## src/rtl/tlf_pkg.sv

```systemverilog
// ----------------------------------------------------------------------------
// Track layout formatter package
// Shared constants, payload types and the fixed run table.
// ----------------------------------------------------------------------------
package tlf_pkg;

   localparam int SECTOR_BYTES    = 512;
   localparam int MAX_SECTORS     = 32;
   localparam int MAX_TRACK_BYTES = 32768;
   localparam int MIN_TRACK_BYTES = 6250;

   localparam int BIS_W  = $clog2(SECTOR_BYTES);
   localparam int IDX_W  = (MAX_SECTORS > 1) ? $clog2(MAX_SECTORS) : 1;
   localparam int NSEC_W = 7;
   localparam int CSR_ADDR_W = 3;

   localparam logic [7:0] GAP_BYTE   = 8'h4E;
   localparam logic [7:0] SYNC_BYTE  = 8'h00;
   localparam logic [7:0] IAM_BYTE   = 8'hC2;
   localparam logic [7:0] IAM_MARK   = 8'hFC;
   localparam logic [7:0] ADDR_BYTE  = 8'hA1;
   localparam logic [7:0] IDAM_MARK  = 8'hFE;
   localparam logic [7:0] DAM_MARK   = 8'hFB;
   localparam logic [7:0] FILL_BYTE  = 8'hE5;
   localparam logic [7:0] SIZE_CODE  = 8'h02;

   localparam logic [6:0] GAP3_SHORT  = 7'd84;
   localparam logic [6:0] GAP3_MEDIUM = 7'd54;
   localparam logic [6:0] GAP3_LONG   = 7'd38;

   localparam logic REQ_START = 1'b0;
   localparam logic REQ_DATA  = 1'b1;

   localparam logic REG_SECTORS     = 1'b0;
   localparam logic REG_TRACK_BYTES = 1'b1;

   localparam logic [5:0]  SECTORS_RESET     = 6'd18;
   localparam logic [15:0] TRACK_BYTES_RESET = 16'd20736;

   // run identifiers, issued in increasing order
   localparam logic [4:0] ID_PRE0  = 5'd0;
   localparam logic [4:0] ID_PRE1  = 5'd1;
   localparam logic [4:0] ID_PRE2  = 5'd2;
   localparam logic [4:0] ID_PRE3  = 5'd3;
   localparam logic [4:0] ID_PRE4  = 5'd4;
   localparam logic [4:0] ID_HDR0  = 5'd5;
   localparam logic [4:0] ID_HDR1  = 5'd6;
   localparam logic [4:0] ID_HDR2  = 5'd7;
   localparam logic [4:0] ID_CYL   = 5'd8;
   localparam logic [4:0] ID_HEAD  = 5'd9;
   localparam logic [4:0] ID_REC   = 5'd10;
   localparam logic [4:0] ID_SIZE  = 5'd11;
   localparam logic [4:0] ID_HCRC  = 5'd12;
   localparam logic [4:0] ID_GAP2  = 5'd13;
   localparam logic [4:0] ID_DSYNC = 5'd14;
   localparam logic [4:0] ID_DADR  = 5'd15;
   localparam logic [4:0] ID_DAM   = 5'd16;
   localparam logic [4:0] ID_DATA  = 5'd17;
   localparam logic [4:0] ID_DCRC  = 5'd18;
   localparam logic [4:0] ID_GAP3  = 5'd19;
   localparam logic [4:0] ID_TAIL  = 5'd20;

   typedef struct packed {
      logic       req_type;
      logic [7:0] cylinder;
      logic       head;
      logic [7:0] data_value;
      logic       data_absent;
   } req_data_type;

   typedef struct packed {
      logic [7:0]  run_value;
      logic [15:0] run_count;
      logic        last;
   } rsp_data_type;

   typedef struct packed {
      logic [5:0]  sectors_per_track;
      logic [15:0] track_bytes;
   } cfg_type;

   function automatic rsp_data_type fixed_run(logic [4:0] id);
      rsp_data_type r;
      r.last = 1'b0;
      case (id)
         ID_PRE0:  begin r.run_value = GAP_BYTE;  r.run_count = 16'd80; end
         ID_PRE1:  begin r.run_value = SYNC_BYTE; r.run_count = 16'd12; end
         ID_PRE2:  begin r.run_value = IAM_BYTE;  r.run_count = 16'd3;  end
         ID_PRE3:  begin r.run_value = IAM_MARK;  r.run_count = 16'd1;  end
         ID_PRE4:  begin r.run_value = GAP_BYTE;  r.run_count = 16'd50; end
         ID_HDR0:  begin r.run_value = SYNC_BYTE; r.run_count = 16'd12; end
         ID_HDR1:  begin r.run_value = ADDR_BYTE; r.run_count = 16'd3;  end
         ID_HDR2:  begin r.run_value = IDAM_MARK; r.run_count = 16'd1;  end
         ID_SIZE:  begin r.run_value = SIZE_CODE; r.run_count = 16'd1;  end
         ID_HCRC:  begin r.run_value = SYNC_BYTE; r.run_count = 16'd2;  end
         ID_GAP2:  begin r.run_value = GAP_BYTE;  r.run_count = 16'd22; end
         ID_DSYNC: begin r.run_value = SYNC_BYTE; r.run_count = 16'd12; end
         ID_DADR:  begin r.run_value = ADDR_BYTE; r.run_count = 16'd3;  end
         ID_DAM:   begin r.run_value = DAM_MARK;  r.run_count = 16'd1;  end
         ID_DCRC:  begin r.run_value = SYNC_BYTE; r.run_count = 16'd2;  end
         ID_GAP3:  begin r.run_value = GAP_BYTE;  r.run_count = 16'd0;  end
         ID_TAIL:  begin r.run_value = GAP_BYTE;  r.run_count = 16'd0;  end
         default:  begin r.run_value = SYNC_BYTE; r.run_count = 16'd1;  end
      endcase
      return r;
   endfunction

endpackage

```

## src/rtl/tlf_csr.sv

```systemverilog
// ----------------------------------------------------------------------------
// Track layout formatter register file
// APB-style register port for sector count and track length.
// ----------------------------------------------------------------------------
module tlf_csr
   import tlf_pkg::*;
(
   input  logic                  clock,
   input  logic                  reset,
   input  logic                  csr_psel,
   input  logic                  csr_penable,
   input  logic                  csr_pwrite,
   input  logic [CSR_ADDR_W-1:0] csr_paddr,
   input  logic [31:0]           csr_pwdata,
   output logic [31:0]           csr_prdata,
   output logic                  csr_pready,
   output cfg_type               cfg
);

   logic [5:0]  sectors_ff;
   logic [5:0]  sectors_in;
   logic [15:0] track_ff;
   logic [15:0] track_in;
   logic        wr;

   assign wr = csr_psel && csr_penable && csr_pwrite;

   always_comb begin
      sectors_in = sectors_ff;
      track_in   = track_ff;
      if (wr) begin
         case (csr_paddr[2])
            REG_SECTORS:     sectors_in = csr_pwdata[5:0];
            REG_TRACK_BYTES: track_in   = csr_pwdata[15:0];
            default:         sectors_in = sectors_ff;
         endcase
      end
   end

   always_ff @(posedge clock) begin
      if (reset) begin
         sectors_ff <= SECTORS_RESET;
         track_ff   <= TRACK_BYTES_RESET;
      end else begin
         sectors_ff <= sectors_in;
         track_ff   <= track_in;
      end
   end

   always_comb begin
      case (csr_paddr[2])
         REG_SECTORS:     csr_prdata = {26'd0, sectors_ff};
         REG_TRACK_BYTES: csr_prdata = {16'd0, track_ff};
         default:         csr_prdata = 32'd0;
      endcase
   end

   assign csr_pready            = 1'b1;
   assign cfg.sectors_per_track = sectors_ff;
   assign cfg.track_bytes       = track_ff;

endmodule

```

## src/rtl/tlf_seq.sv

```systemverilog
// ----------------------------------------------------------------------------
// Track layout formatter run sequencer
// Latches one item, updates track state and issues its runs one per cycle while out_ready.
// ----------------------------------------------------------------------------
module tlf_seq
   import tlf_pkg::*;
(
   input  logic         clock,
   input  logic         reset,
   input  cfg_type      cfg,
   input  logic         req_valid,
   output logic         req_stall,
   input  req_data_type req_data,
   input  logic         out_ready,
   output logic         run_valid,
   output rsp_data_type run_data
);

   logic             busy_ff, busy_in;
   logic             active_ff, active_in;
   logic [4:0]       cur_id_ff, cur_id_in;
   logic [4:0]       end_id_ff, end_id_in;
   logic [IDX_W-1:0] idx_ff, idx_in;
   logic [BIS_W-1:0] bis_ff, bis_in;
   logic [15:0]      pos_ff, pos_in;
   logic [7:0]       cyl_ff, cyl_in;
   logic             head_ff, head_in;
   logic [7:0]       byte_ff, byte_in;
   logic [6:0]       gap3_ff, gap3_in;

   logic              issue;
   logic              done;
   logic              accept;
   logic [NSEC_W-1:0] nsec;
   logic [NSEC_W-1:0] idx_next;
   logic [15:0]       eff_len;
   logic [16:0]       pos_sum;
   logic              eos;
   logic [6:0]        gap3_sel;

   assign issue     = busy_ff && out_ready;
   assign done      = issue && (cur_id_ff == end_id_ff);
   assign req_stall = busy_ff && !done;
   assign accept    = req_valid && !req_stall;
   assign run_valid = issue;

   always_comb begin
      if (cfg.sectors_per_track == 6'd0) begin
         nsec = NSEC_W'(1);
      end else if ({1'b0, cfg.sectors_per_track} > NSEC_W'(MAX_SECTORS)) begin
         nsec = NSEC_W'(MAX_SECTORS);
      end else begin
         nsec = {1'b0, cfg.sectors_per_track};
      end
   end

   always_comb begin
      if (cfg.track_bytes < 16'(MIN_TRACK_BYTES)) begin
         eff_len = 16'(MIN_TRACK_BYTES);
      end else if (cfg.track_bytes > 16'(MAX_TRACK_BYTES)) begin
         eff_len = 16'(MAX_TRACK_BYTES);
      end else begin
         eff_len = cfg.track_bytes;
      end
   end

   always_comb begin
      if (nsec inside {[0:9]}) begin
         gap3_sel = GAP3_SHORT;
      end else if (nsec inside {[10:15]}) begin
         gap3_sel = GAP3_MEDIUM;
      end else begin
         gap3_sel = GAP3_LONG;
      end
   end

   assign idx_next = NSEC_W'(idx_ff) + NSEC_W'(1);
   assign eos      = (bis_ff == BIS_W'(SECTOR_BYTES - 1));

   always_comb begin
      run_data = fixed_run(cur_id_ff);
      case (cur_id_ff)
         ID_CYL:  run_data.run_value = cyl_ff;
         ID_HEAD: run_data.run_value = {7'd0, head_ff};
         ID_REC:  run_data.run_value = 8'(idx_next);
         ID_DATA: run_data.run_value = byte_ff;
         ID_GAP3: run_data.run_count = {9'd0, gap3_ff};
         ID_TAIL: begin
            run_data.run_count = (pos_ff < eff_len) ? (eff_len - pos_ff) : 16'd0;
            run_data.last      = 1'b1;
         end
         default: run_data.last = 1'b0;
      endcase
   end

   assign pos_sum = {1'b0, pos_ff} + {1'b0, run_data.run_count};

   always_comb begin
      busy_in   = busy_ff;
      active_in = active_ff;
      cur_id_in = cur_id_ff;
      end_id_in = end_id_ff;
      idx_in    = idx_ff;
      bis_in    = bis_ff;
      cyl_in    = cyl_ff;
      head_in   = head_ff;
      byte_in   = byte_ff;
      gap3_in   = gap3_ff;
      pos_in    = pos_ff;

      if (issue) begin
         pos_in = pos_sum[16] ? 16'hFFFF : pos_sum[15:0];
         if (done) begin
            busy_in = 1'b0;
         end else begin
            cur_id_in = cur_id_ff + 5'd1;
         end
      end

      if (accept) begin
         if (req_data.req_type == REQ_START) begin
            cyl_in    = req_data.cylinder;
            head_in   = req_data.head;
            pos_in    = 16'd0;
            idx_in    = '0;
            bis_in    = '0;
            active_in = 1'b1;
            busy_in   = 1'b1;
            cur_id_in = ID_PRE0;
            end_id_in = ID_PRE4;
         end else if (active_ff) begin
            busy_in   = 1'b1;
            cur_id_in = (bis_ff == '0) ? ID_HDR0 : ID_DATA;
            byte_in   = req_data.data_absent ? FILL_BYTE : req_data.data_value;
            if (eos) begin
               bis_in  = '0;
               gap3_in = gap3_sel;
               if (idx_next >= nsec) begin
                  end_id_in = ID_TAIL;
                  active_in = 1'b0;
                  idx_in    = '0;
               end else begin
                  end_id_in = ID_GAP3;
                  idx_in    = IDX_W'(idx_next);
               end
            end else begin
               bis_in    = bis_ff + BIS_W'(1);
               end_id_in = ID_DATA;
            end
         end else begin
            busy_in = 1'b0;
         end
      end
   end

   always_ff @(posedge clock) begin
      if (reset) begin
         busy_ff   <= 1'b0;
         active_ff <= 1'b0;
         cur_id_ff <= ID_PRE0;
         end_id_ff <= ID_PRE0;
         idx_ff    <= '0;
         bis_ff    <= '0;
         pos_ff    <= 16'd0;
         cyl_ff    <= 8'd0;
         head_ff   <= 1'b0;
      end else begin
         busy_ff   <= busy_in;
         active_ff <= active_in;
         cur_id_ff <= cur_id_in;
         end_id_ff <= end_id_in;
         idx_ff    <= idx_in;
         bis_ff    <= bis_in;
         pos_ff    <= pos_in;
         cyl_ff    <= cyl_in;
         head_ff   <= head_in;
      end
   end

   always_ff @(posedge clock) begin
      byte_ff <= byte_in;
      gap3_ff <= gap3_in;
   end

`ifndef SYNTH
   a_run_order: assert property (@(posedge clock) disable iff (reset)
      busy_ff |-> (cur_id_ff <= end_id_ff))
      else $error("run id past end of item");

   a_idle_data: assert property (@(posedge clock) disable iff (reset)
      (accept && req_data.req_type == REQ_DATA && !active_ff) |=> !busy_ff)
      else $error("data without open track produced runs");

   a_tail_closes: assert property (@(posedge clock) disable iff (reset)
      (busy_ff && cur_id_ff == ID_TAIL) |-> (!active_ff && idx_ff == '0))
      else $error("tail run while track still open");

   a_start_pos: assert property (@(posedge clock) disable iff (reset)
      (accept && req_data.req_type == REQ_START) |=>
         (pos_ff == 16'd0 && cur_id_ff == ID_PRE0 && busy_ff))
      else $error("start did not reset track position");
`endif

endmodule

```

## src/rtl/tlf_out_reg.sv

```systemverilog
// ----------------------------------------------------------------------------
// Track layout formatter output register
// Holds one run for the result channel and frees itself on a transfer.
// ----------------------------------------------------------------------------
module tlf_out_reg
   import tlf_pkg::*;
(
   input  logic         clock,
   input  logic         reset,
   input  logic         run_valid,
   input  rsp_data_type run_data,
   output logic         out_ready,
   output logic         rsp_valid,
   input  logic         rsp_stall,
   output rsp_data_type rsp_data
);

   logic         valid_ff, valid_in;
   rsp_data_type data_ff, data_in;

   assign out_ready = !valid_ff || !rsp_stall;
   assign valid_in  = run_valid || (valid_ff && rsp_stall);
   assign data_in   = (run_valid && out_ready) ? run_data : data_ff;

   always_ff @(posedge clock) begin
      if (reset) begin
         valid_ff <= 1'b0;
      end else begin
         valid_ff <= valid_in;
      end
   end

   always_ff @(posedge clock) begin
      data_ff <= data_in;
   end

   assign rsp_valid = valid_ff;
   assign rsp_data  = data_ff;

endmodule

```

## src/rtl/ibm_track_layout_formatter.sv

```systemverilog
// ----------------------------------------------------------------------------
// IBM track layout formatter
// Turns start and data items into the run list of one track image.
// ----------------------------------------------------------------------------
// Path: an accepted item sits in the sequencer state; each of its runs is then
// registered in the output register before it shows on rsp. Throughput: one run
// per cycle while the output register takes it; an item has 1 run per data byte,
// 13 with a sector header, 3 or 4 at a sector end, 5 for a start, 0 if ignored.
// Reset: synchronous; 18 sectors, 20736 track bytes, no track open.
module ibm_track_layout_formatter
   import tlf_pkg::*;
(
   input  logic                  clock,
   input  logic                  reset,
   input  logic                  req_valid,
   output logic                  req_stall,
   input  req_data_type          req_data,
   output logic                  rsp_valid,
   input  logic                  rsp_stall,
   output rsp_data_type          rsp_data,
   input  logic                  csr_psel,
   input  logic                  csr_penable,
   input  logic                  csr_pwrite,
   input  logic [CSR_ADDR_W-1:0] csr_paddr,
   input  logic [31:0]           csr_pwdata,
   output logic [31:0]           csr_prdata,
   output logic                  csr_pready
);

   cfg_type      cfg;
   logic         out_ready;
   logic         run_valid;
   rsp_data_type run_data;

   tlf_csr u_csr (
      .clock       (clock),
      .reset       (reset),
      .csr_psel    (csr_psel),
      .csr_penable (csr_penable),
      .csr_pwrite  (csr_pwrite),
      .csr_paddr   (csr_paddr),
      .csr_pwdata  (csr_pwdata),
      .csr_prdata  (csr_prdata),
      .csr_pready  (csr_pready),
      .cfg         (cfg)
   );

   tlf_seq u_seq (
      .clock     (clock),
      .reset     (reset),
      .cfg       (cfg),
      .req_valid (req_valid),
      .req_stall (req_stall),
      .req_data  (req_data),
      .out_ready (out_ready),
      .run_valid (run_valid),
      .run_data  (run_data)
   );

   tlf_out_reg u_out (
      .clock     (clock),
      .reset     (reset),
      .run_valid (run_valid),
      .run_data  (run_data),
      .out_ready (out_ready),
      .rsp_valid (rsp_valid),
      .rsp_stall (rsp_stall),
      .rsp_data  (rsp_data)
   );

endmodule

```

## config.mk

```make
export PLATFORM = sky130hd
export DESIGN_NAME = ibm_track_layout_formatter
export DESIGN_NICKNAME = d
export VERILOG_FILES = /design/src/rtl/tlf_pkg.sv /design/src/rtl/tlf_csr.sv /design/src/rtl/tlf_seq.sv /design/src/rtl/tlf_out_reg.sv /design/src/rtl/ibm_track_layout_formatter.sv
export SDC_FILE = /design/constraint.sdc
export NUM_CORES = 1
export LEC_CHECK = 0
export BUFFER_PORTS_ARGS = -buffer_cell sky130_fd_sc_hd__buf_2
export CAP_MARGIN = 40
export CORE_MARGIN = 2
export CORE_UTILIZATION = 50
export DETAILED_ROUTE_END_ITERATION = 16
export PLACE_DENSITY = 0.75
export SETUP_SLACK_MARGIN = 0.05
export SLEW_MARGIN = 5
export SYNTH_ARGS = -nofsm -noshare
export SYNTH_HDL_FRONTEND = slang
export SYNTH_SLANG_ARGS = --single-unit
```

## constraint.sdc

```tcl
create_clock -name clock -period 12.7 [get_ports clock]
set_clock_uncertainty 0.2 [all_clocks]
set_input_delay 0.635 -clock clock [delete_from_list [all_inputs] [get_ports clock]]
set_output_delay 0.635 -clock clock [all_outputs]
set_load 0.01 [all_outputs]
```

==> flow_metrics.tcl, run 1 <==
set metrics [dict create \
    status "finished clean" \
    timing.fmax_mhz 137.1 \
    placementRows 44 \
    cts-root-buf "clkbuf_16" \
    min_period_over_period_pct 57.41 \
    cts_setup_buffers 0 \
    stdcell_area_um2 8519 \
    worst_pin_slew_ns 0.8342 \
    synthCells 830 \
    io_pins 121 \
    crit_buf_inv 3 \
    hold_viol 0 \
    cp-start-kind "flop" \
    worstHoldPathType "input port to flop" \
    place_congestion 0.8412 \
    fp.dieH_um 125.8 \
    finalMaxSlewViolations 0 \
    power.density_nw_per_um2 164.9 \
    vias 6251 \
    grt_pass1_vias 6151 \
    p_leak_uw 0.003704 \
    crit_start "u_csr.track_ff[3]" \
    ant_nets 0 \
    ys_seq_elements 124 \
    ys_seq_area_share_pct 38.32 \
    crit_family "compound AO/OA/AOI/OAI gates" \
    finalCriticalPeriod_ns 7.291 \
    drt-vias-per-instance 5.647 \
    wl_um 17880 \
    cap_violations 0 \
    drt-initial-drc-count 508 \
    drive_gt1_share_pct 18.31 \
    crit_arrival_ns 7.45 \
    area_growth_pct 14.84 \
    timing.hold.ws_ns 0.2399 \
    vdd_drop_max_mv 0.1293 \
    netlist_area_um2 7418 \
    clkSinkCount 124 \
    criticalPathCategory "flop to flop" \
    core_area_um2 14530 \
    rsz0062_at_grt "false" \
    dieArea_um2 15830 \
    setup_viol 0 \
    dp_hpwl_um 13090 \
    synthFlopType "dfxtp_1" \
    place_area_um2 7936 \
    crit_path_end_kind "flop" \
    h-tree-depth 4 \
    antenna_cells 0 \
    postSynth.asyncResetShare_pct 0 \
    cts_hold_buf 0 \
    drtPass1Iterations 6 \
    antenna_found_initial 0 \
    cp_max_fo 16 \
    min-delay-start "csr_pwdata[8]" \
    cts_resized 0 \
    cts_buffers 17 \
    wl_per_cell_um 16.15 \
    cp_slowest_stage_delay_ns 0.59 \
    cts_tree "done" \
    nNetsFinal 1025 \
    grt_max_degree 36 \
    syn_area_per_cell_um2 8.938 \
    clk_latency_ns 0.42 \
    drcViolationCount 0 \
    synthDistinctLibCells 77 \
    slew_headroom_pct 42.95 \
    cpMaxStageDelayCell "a21boi_0" \
    synth_edf_count 36 \
    ys_warn_count 0 \
    initial_core_util_pct 51.04 \
    clock_path_buffers 2 \
    die_w_um 125.8 \
    crit_required_ns 12.86 \
    final.setup.tns_ns 0 \
    grt_pass1_wl_um 29310 \
    grt-ovfl-total 0 \
    reg2reg_from "u_csr.track_ff[3]" \
    cts.clk_slew.worst_paths_ns 0.06 \
    track_usage_pct 22.90 \
    port_buffers 85 \
]
==> metrics by stage <==
step / power (uW) / utilization (%) / cells / worst slack (ns)
6_report: 1405 / 58.62 / 1107 / 5.409
4_1_cts: 1408 / 58.62 / 1107 / 5.516
2_1_floorplan: 820.2 / - / 845 / 6.989
5_1_grt: 1478 / 58.62 / 1107 / 4.745
3_5_place_dp: 932.7 / 54.61 / 1075 / 5.551
3_3_place_gp: 923.3 / 54.42 / 1072 / 5.391
==> worst paths after layout <==
kind,endpoint,cells after the start,slack [ns]
min,u_csr.track_ff[8],3,0.24
max reg2reg,u_seq.pos_ff[6],28,5.41
min reg2reg,u_csr.track_ff[13],2,0.28
max,u_seq.pos_ff[6],28,5.41
==> report_power, final <==
group | internal [uW] | switching, uW
combinational | 171 | 257
clock | 288 | 183
sequential | 472 | 34.2
==> Yosys cell counts, drive strengths merged, types with 12 or more instances <==
| library cell | n | area share, % |
|---|---|---|
| a21o | 12 | 1.2 |
| a21oi | 59 | 4.0 |
| and2 | 21 | 1.8 |
| buf | 25 | 2.3 |
| clkbuf | 21 | 1.1 |
| dfxtp | 88 | 24 |
| edfxtp | 36 | 15 |
| ha | 52 | 8.8 |
| inv | 55 | 2.8 |
| mux2i | 20 | 2.7 |
| nand2 | 82 | 4.1 |
| nand3 | 17 | 1.2 |
| nor2 | 75 | 3.8 |
| nor2b | 15 | 1.3 |
| nor3 | 15 | 1.2 |
| o21ai | 36 | 2.4 |
| o221a | 14 | 2.1 |
| or2 | 12 | 1.0 |
| xnor2 | 19 | 2.2 |
| xor2 | 19 | 2.2 |
==> cell usage in the layout, fill, tap and decap left out, drive strengths merged, types with 12 or more instances in the layout <==
master / instances
nor3: 15
dfxtp: 88
xnor2: 19
a21oi: 59
conb: 17
edfxtp: 36
nand3: 17
nand2: 82
nor2b: 15
or2: 12
inv: 56
buf: 92
a21o: 12
clkbuf: 21
mux2i: 20
ha: 52
xor2: 19
nor2: 75
o21ai: 36
and2: 21
o221a: 14
==> kinds of logic (layout without fill, tap and decap cells) <==
logic type / count (synthesis) / in the layout / share of synthesized area (%)
and+or+nand+nor: 286 / 286 / 18.86
AOI/OAI and AO/OA: 197 / 197 / 18.96
DFF: 124 / 124 / 38.32
buffers and inverters: 102 / 180 / 6.207
adders and majority gates: 54 / 54 / 9.310
xor gates and xnor gates: 38 / 38 / 4.486
muxes: 27 / 27 / 3.761
other: 2 / 17 / 0.1012
==> worst min-delay path, stage by stage <==
cell and delay, ns:
buf_2 0.08, nand2_1 0.04, nand3_1 0.06
==> cell type report <==
cell class                      instances  area (um^2)
Fill cell                            1280         6015
Sequential cell                       124         2843
Clock buffer                           21        471.7
Multi-Input combinational cell        619         4172
Inverter                               56        210.2
Tap cell                              184        230.2
Clock inverter                         11        111.4
Timing Repair Buffer                   92        481.7
==> per-layer routing <==
layer	vias up	GRT usage, %	part of all wire (%)
met4	0	8.016	2.2
li1	3104	-	-
met5	-	0	0
met2	172	39.62	50
met3	35	5.523	5.1
met1	2940	27.95	43
(Power assumes the default switching activity.)
==> run 2: changes to the inputs <==
--- a/config.mk
+++ b/config.mk
@@ -10,7 +10,7 @@
 export CORE_MARGIN = 2
 export CORE_UTILIZATION = 50
 export DETAILED_ROUTE_END_ITERATION = 16
-export PLACE_DENSITY = 0.75
+export PLACE_DENSITY = 0.78
 export SETUP_SLACK_MARGIN = 0.05
 export SLEW_MARGIN = 5
 export SYNTH_ARGS = -nofsm -noshare
==> constraint.sdc (replaced) <==
create_clock -name clock -period 6.6 [get_ports clock]
set_clock_uncertainty 0.2 [all_clocks]
set_input_delay 0.33 -clock clock [delete_from_list [all_inputs] [get_ports clock]]
set_output_delay 0.33 -clock clock [all_outputs]
set_load 0.01 [all_outputs]
==> flow_metrics.tcl, run 2 (same netlist as run 1, synthesis figures left out) <==
set metrics [dict create \
    finalMaxSlewViolations 0 \
    power.density_nw_per_um2 305.9 \
    cts.clk_slew.worst_paths_ns 0.06 \
    criticalPathCategory "flop to flop" \
    core_area_um2 14530 \
    grt-ovfl-total 0 \
    io_pins 121 \
    rsz0062_at_grt "false" \
    cts_tree "done" \
    vias 6475 \
    nNetsFinal 1063 \
    vdd_drop_max_mv 0.2195 \
    fp.dieH_um 125.8 \
    cts-root-buf "clkbuf_16" \
    status "finished clean" \
    antenna_found_initial 0 \
    drt-initial-drc-count 605 \
    cp_max_fo 11 \
    pwr-share-clk_pct 33.0 \
    final.setup.tns_ns 0 \
    min_period_over_period_pct 92.46 \
    grt_pass1_vias 6566 \
    worst_pin_slew_ns 0.8005 \
    fillerInstances 1252 \
    drtPass1Iterations 5 \
    p_int_uw 1781 \
    slew_headroom_pct 46.27 \
    drcViolationCount 0 \
    clkSinkCount 124 \
    clock_path_buffers 2 \
    finalCriticalPeriod_ns 6.102 \
    seqCellArea_um2 2843 \
    dieArea_um2 15830 \
    hold_viol 0 \
    p_sw_uw 935.8 \
    place_area_um2 7985 \
    worstHoldPathType "input port to flop" \
    crit_arrival_ns 6.19 \
    crit_required_ns 6.69 \
    seqPwrFrac_pct 35.8 \
    stdcell_area_um2 8882 \
    place_congestion 0.8429 \
    h-tree-depth 4 \
    timing.fmax_mhz 163.9 \
    dp_hpwl_um 13210 \
    antenna_cells 0 \
    power_frac_comb_pct 31.2 \
    cp-start-kind "flop" \
    area_growth_pct 19.73 \
    setup_viol 0 \
    multi_input_area_um2 4198 \
    crit_path_end_kind "flop" \
    p_sw_share_pct 34.44 \
    cts_setup_buffers 0 \
    wl_um 18650 \
    timing.hold.ws_ns 0.004813 \
    initial_core_util_pct 51.04 \
    track_usage_pct 24.27 \
    drt-vias-per-instance 5.655 \
    port_buffers 85 \
    ant_nets 0 \
    p_leak_uw 0.003886 \
    final_common_cell "dfxtp_1" \
    cts_buffers 17 \
    placementRows 44 \
    mostFrequentLayoutCells "88 x dfxtp_1, 85 x buf_2, 82 x nand2_1" \
    grt_max_degree 36 \
    grt_pass1_wl_um 31200 \
    drive_gt1_share_pct 18.94 \
    wl_per_cell_um 16.29 \
    cap_violations 0 \
    clk_latency_ns 0.42 \
    die_w_um 125.8 \
]
-- run 2: path summary, 6_finish.rpt --
path | from | endpoint | slack (ns) | cells after the start
max | u_csr.track_ff[7] | u_seq.pos_ff[15] | 0.50 | 24
min | req_data[5] | u_seq.byte_ff[4] | 0.005 | 2
max reg2reg | u_csr.track_ff[7] | u_seq.pos_ff[15] | 0.50 | 24
min reg2reg | u_seq.end_id_ff[1] | u_seq.end_id_ff[1] | 0.27 | 1
-- run 2: timing repair --
action,in CTS,in global routing
gates resized for setup,0,8
setup endpoints to repair,0,16
hold endpoints to repair,36,0
hold buffers,30,0
-- run 2: per-stage QoR --
| step | setup WS [ns] | std cells | util, % | total power (uW) |
|---|---|---|---|---|
| after global routing | 0.08549 | 1145 | 61.11 | 2868 |
| after global placement | 0.1791 | 1081 | 54.89 | 1780 |
| after CTS | 0.07774 | 1144 | 60.88 | 2706 |
| after detailed placement | 0.1241 | 1082 | 54.94 | 1795 |
| final | 0.4978 | 1145 | 61.11 | 2717 |
| after floorplan | 0.8891 | 845 | - | 1578 |
-- run 2: worst max-delay path, cell delays in order, from the launching register on --
cell and delay [ns]:
dfxtp_1 0.33, nor4_1 0.45, nand2_1 0.11, a311o_1 0.42
a21boi_4 0.18, and2_1 0.17, ha_1 0.33, nor2b_1 0.15
o21a_1 0.12, o21ai_0 0.12, a21oi_2 0.22, o21ai_2 0.12
a21o_2 0.32, or3_1 0.36, a21oi_1 0.29, ha_1 0.36
a21o_1 0.20, a21oi_1 0.14, nor2b_1 0.07, a2111oi_0 0.40
buf_4 0.19, o31ai_1 0.09, and3_1 0.21, a2111oi_1 0.35
a211oi_1 0.07
-- run 2: per-layer routing --
metal | wire, um | up-vias | part of all wire (%) | track usage, %
met5 | 0 | - | 0 | 0
met4 | 592 | 0 | 3.2 | 10.34
met3 | 843 | 40 | 4.5 | 4.928
met2 | 9330 | 201 | 50 | 42.64
met1 | 7885 | 3065 | 42 | 28.89
li1 | - | 3169 | - | -
-- run 2: power groups by stage --
stage	clock network [uW]	logic (uW)	registers, uW
2_1_floorplan	0	597	982
3_3_place_gp	0	796	984
3_5_place_dp	0	810	985
4_1_cts	902	831	972
5_1_grt	939	944	985
6_report	897	847	973
-- run 2: layout make-up --
class,count,share of cell area (%)
Multi-Input combinational cell,619,47.26
Sequential cell,124,32.00
Timing Repair Buffer,130,9.438
Clock buffer,18,4.832
Tap cell,184,2.592
Inverter,56,2.367
Clock inverter,14,1.507
==> run 3: changes to the inputs <==
--- a/config.mk
+++ b/config.mk
@@ -7,6 +7,7 @@
 export LEC_CHECK = 0
 export BUFFER_PORTS_ARGS = -buffer_cell sky130_fd_sc_hd__buf_2
 export CAP_MARGIN = 40
+export CORE_ASPECT_RATIO = 0.6
 export CORE_MARGIN = 2
 export CORE_UTILIZATION = 50
 export DETAILED_ROUTE_END_ITERATION = 16
==> flow_metrics.tcl, run 3 (same netlist as run 1, synthesis figures left out) <==
set metrics [dict create \
    worst_pin_slew_ns 0.8065 \
    p_leak_uw 0.003897 \
    cts_tree "done" \
    min_path_cells 2 \
    core_area_um2 14510 \
    clkSinkCount 124 \
    grt_max_degree 36 \
    drt-initial-drc-count 596 \
    setup_viol 0 \
    antenna_cells 0 \
    fin_ws_ns 0.4824 \
    clk_latency_ns 0.42 \
    min_period_over_period_pct 92.69 \
    crit_arrival_ns 6.23 \
    cap_violations 0 \
    drtPass1Iterations 5 \
    ant_nets 0 \
    finalMaxSlewViolations 0 \
    drt-vias-per-instance 5.633 \
    vias 6540 \
    cp_slowest_stage_delay_ns 0.41 \
    power.density_nw_per_um2 311.9 \
    crit_required_ns 6.71 \
    cp-start-kind "flop" \
    wl_per_cell_um 16.75 \
    track_usage_pct 25.24 \
    fp.dieH_um 98.35 \
    dpl.cell_count 1099 \
    port_buffers 85 \
    pre_cts_slack_ns 0.1649 \
    place_congestion 0.9014 \
    clock_path_buffers 2 \
    final_cell_count_no_fill 1161 \
    antenna_found_initial 0 \
    crit_top_cell "buf_4" \
    status "finished clean" \
    cts_buffers 17 \
    cpMaxStageDelayCell "fa_1" \
    cts-root-buf "clkbuf_16" \
    nNetsFinal 1066 \
    crit_path_end_kind "flop" \
    die_w_um 161.3 \
    area_growth_pct 20.63 \
    wl_um 19440 \
    placementRows 34 \
    grt_pass1_wl_um 31480 \
    hold_viol 0 \
    fillerInstances 1199 \
    h-tree-depth 4 \
    vdd_drop_max_mv 0.1657 \
    final_common_cell "dfxtp_1" \
    mostFrequentLayoutCells "88 x dfxtp_1, 85 x buf_2, 82 x nand2_1" \
    dp_hpwl_um 13920 \
    min-delay-start "req_data[4]" \
    drcViolationCount 0 \
    final.setup.tns_ns 0 \
    timing.fmax_mhz 163.5 \
    grt-ovfl-total 0 \
    hold-path-endpoint "u_seq.byte_ff[3]" \
    worstRegToRegCells 28 \
    slew_headroom_pct 46.23 \
    timing.rr.end "u_seq.pos_ff[6]" \
    cp_max_fo 15 \
    initial_core_util_pct 51.14 \
    worstHoldPathType "input port to flop" \
    rsz0062_at_grt "false" \
    criticalPathCategory "flop to flop" \
    r2r_setup_slack_ns 0.48 \
    drive_gt1_share_pct 18.90 \
    dieArea_um2 15860 \
    reg2reg_from "u_csr.track_ff[3]" \
    cts.clk_slew.worst_paths_ns 0.06 \
    io_pins 121 \
    grt_pass1_vias 6185 \
    finalCriticalPeriod_ns 6.118 \
]
-- run 3: worst max path at each step --
stage / end / start
global placement: u_seq.pos_ff[15] / u_csr.track_ff[3]
detailed placement: u_seq.pos_ff[15] / u_csr.track_ff[14]
global route: u_seq.pos_ff[15] / u_csr.track_ff[3]
CTS: u_seq.pos_ff[15] / u_csr.track_ff[3]
finish: u_seq.pos_ff[6] / u_csr.track_ff[3]
floorplan: u_seq.pos_ff[10] / u_csr.track_ff[1]
-- run 3: routing by layer --
| metal | vias up | part of all wire (%) | GRT usage (%) |
|---|---|---|---|
| met5 | - | 0 | 0 |
| met4 | 0 | 0.87 | 6.387 |
| met3 | 20 | 9.9 | 6.330 |
| met2 | 284 | 40 | 35.09 |
| met1 | 3060 | 50 | 38.70 |
| li1 | 3176 | - | - |
-- run 3: where the power goes --
part           internal, uW  switching [uW]  total, uW
sequential              907            64.2        971
clock                   598             353        951
combinational           356             513        869
total                  1860             930       2790
-- run 3: layout make-up --
cell class / instances / area (um^2) / share of cell area, %
Multi-Input combinational cell: 619 / 4194 / 46.87
Clock inverter: 12 / 147.6 / 1.650
Inverter: 56 / 210.2 / 2.349
Sequential cell: 124 / 2843 / 31.77
Timing Repair Buffer: 133 / 863.3 / 9.648
Tap cell: 198 / 247.7 / 2.768
Clock buffer: 19 / 442.9 / 4.950
-- run 3: stage by stage --
step                      hold WS (ns)  power (uW)  cell area (um^2)  utilization [%]
after global routing           0.03496        2925              8949            61.69
after global placement          0.2665        1790              8010            55.22
after CTS                      0.01431        2765              8926            61.53
after detailed placement        0.2797        1803              8025            55.32
final                          0.02599        2791              8949            61.69
after floorplan                 0.2466        1578              7475                -
-- run 3: worst max-delay path: cells and delay by family, from the launching register on --
family                     cells  cell delay [ns]
adders and majority gates      3             0.97
buffers and inverters          4             0.60
DFF                            1             0.39
AOI/OAI and AO/OA             14             2.78
and+or+nand+nor                7             1.07
-- run 3: what timing repair did --
action,in CTS,in global routing
hold buffers,31,0
setup endpoints to repair,0,16
hold endpoints to repair,37,0
buffers inserted,0,0
gates resized for setup,0,7
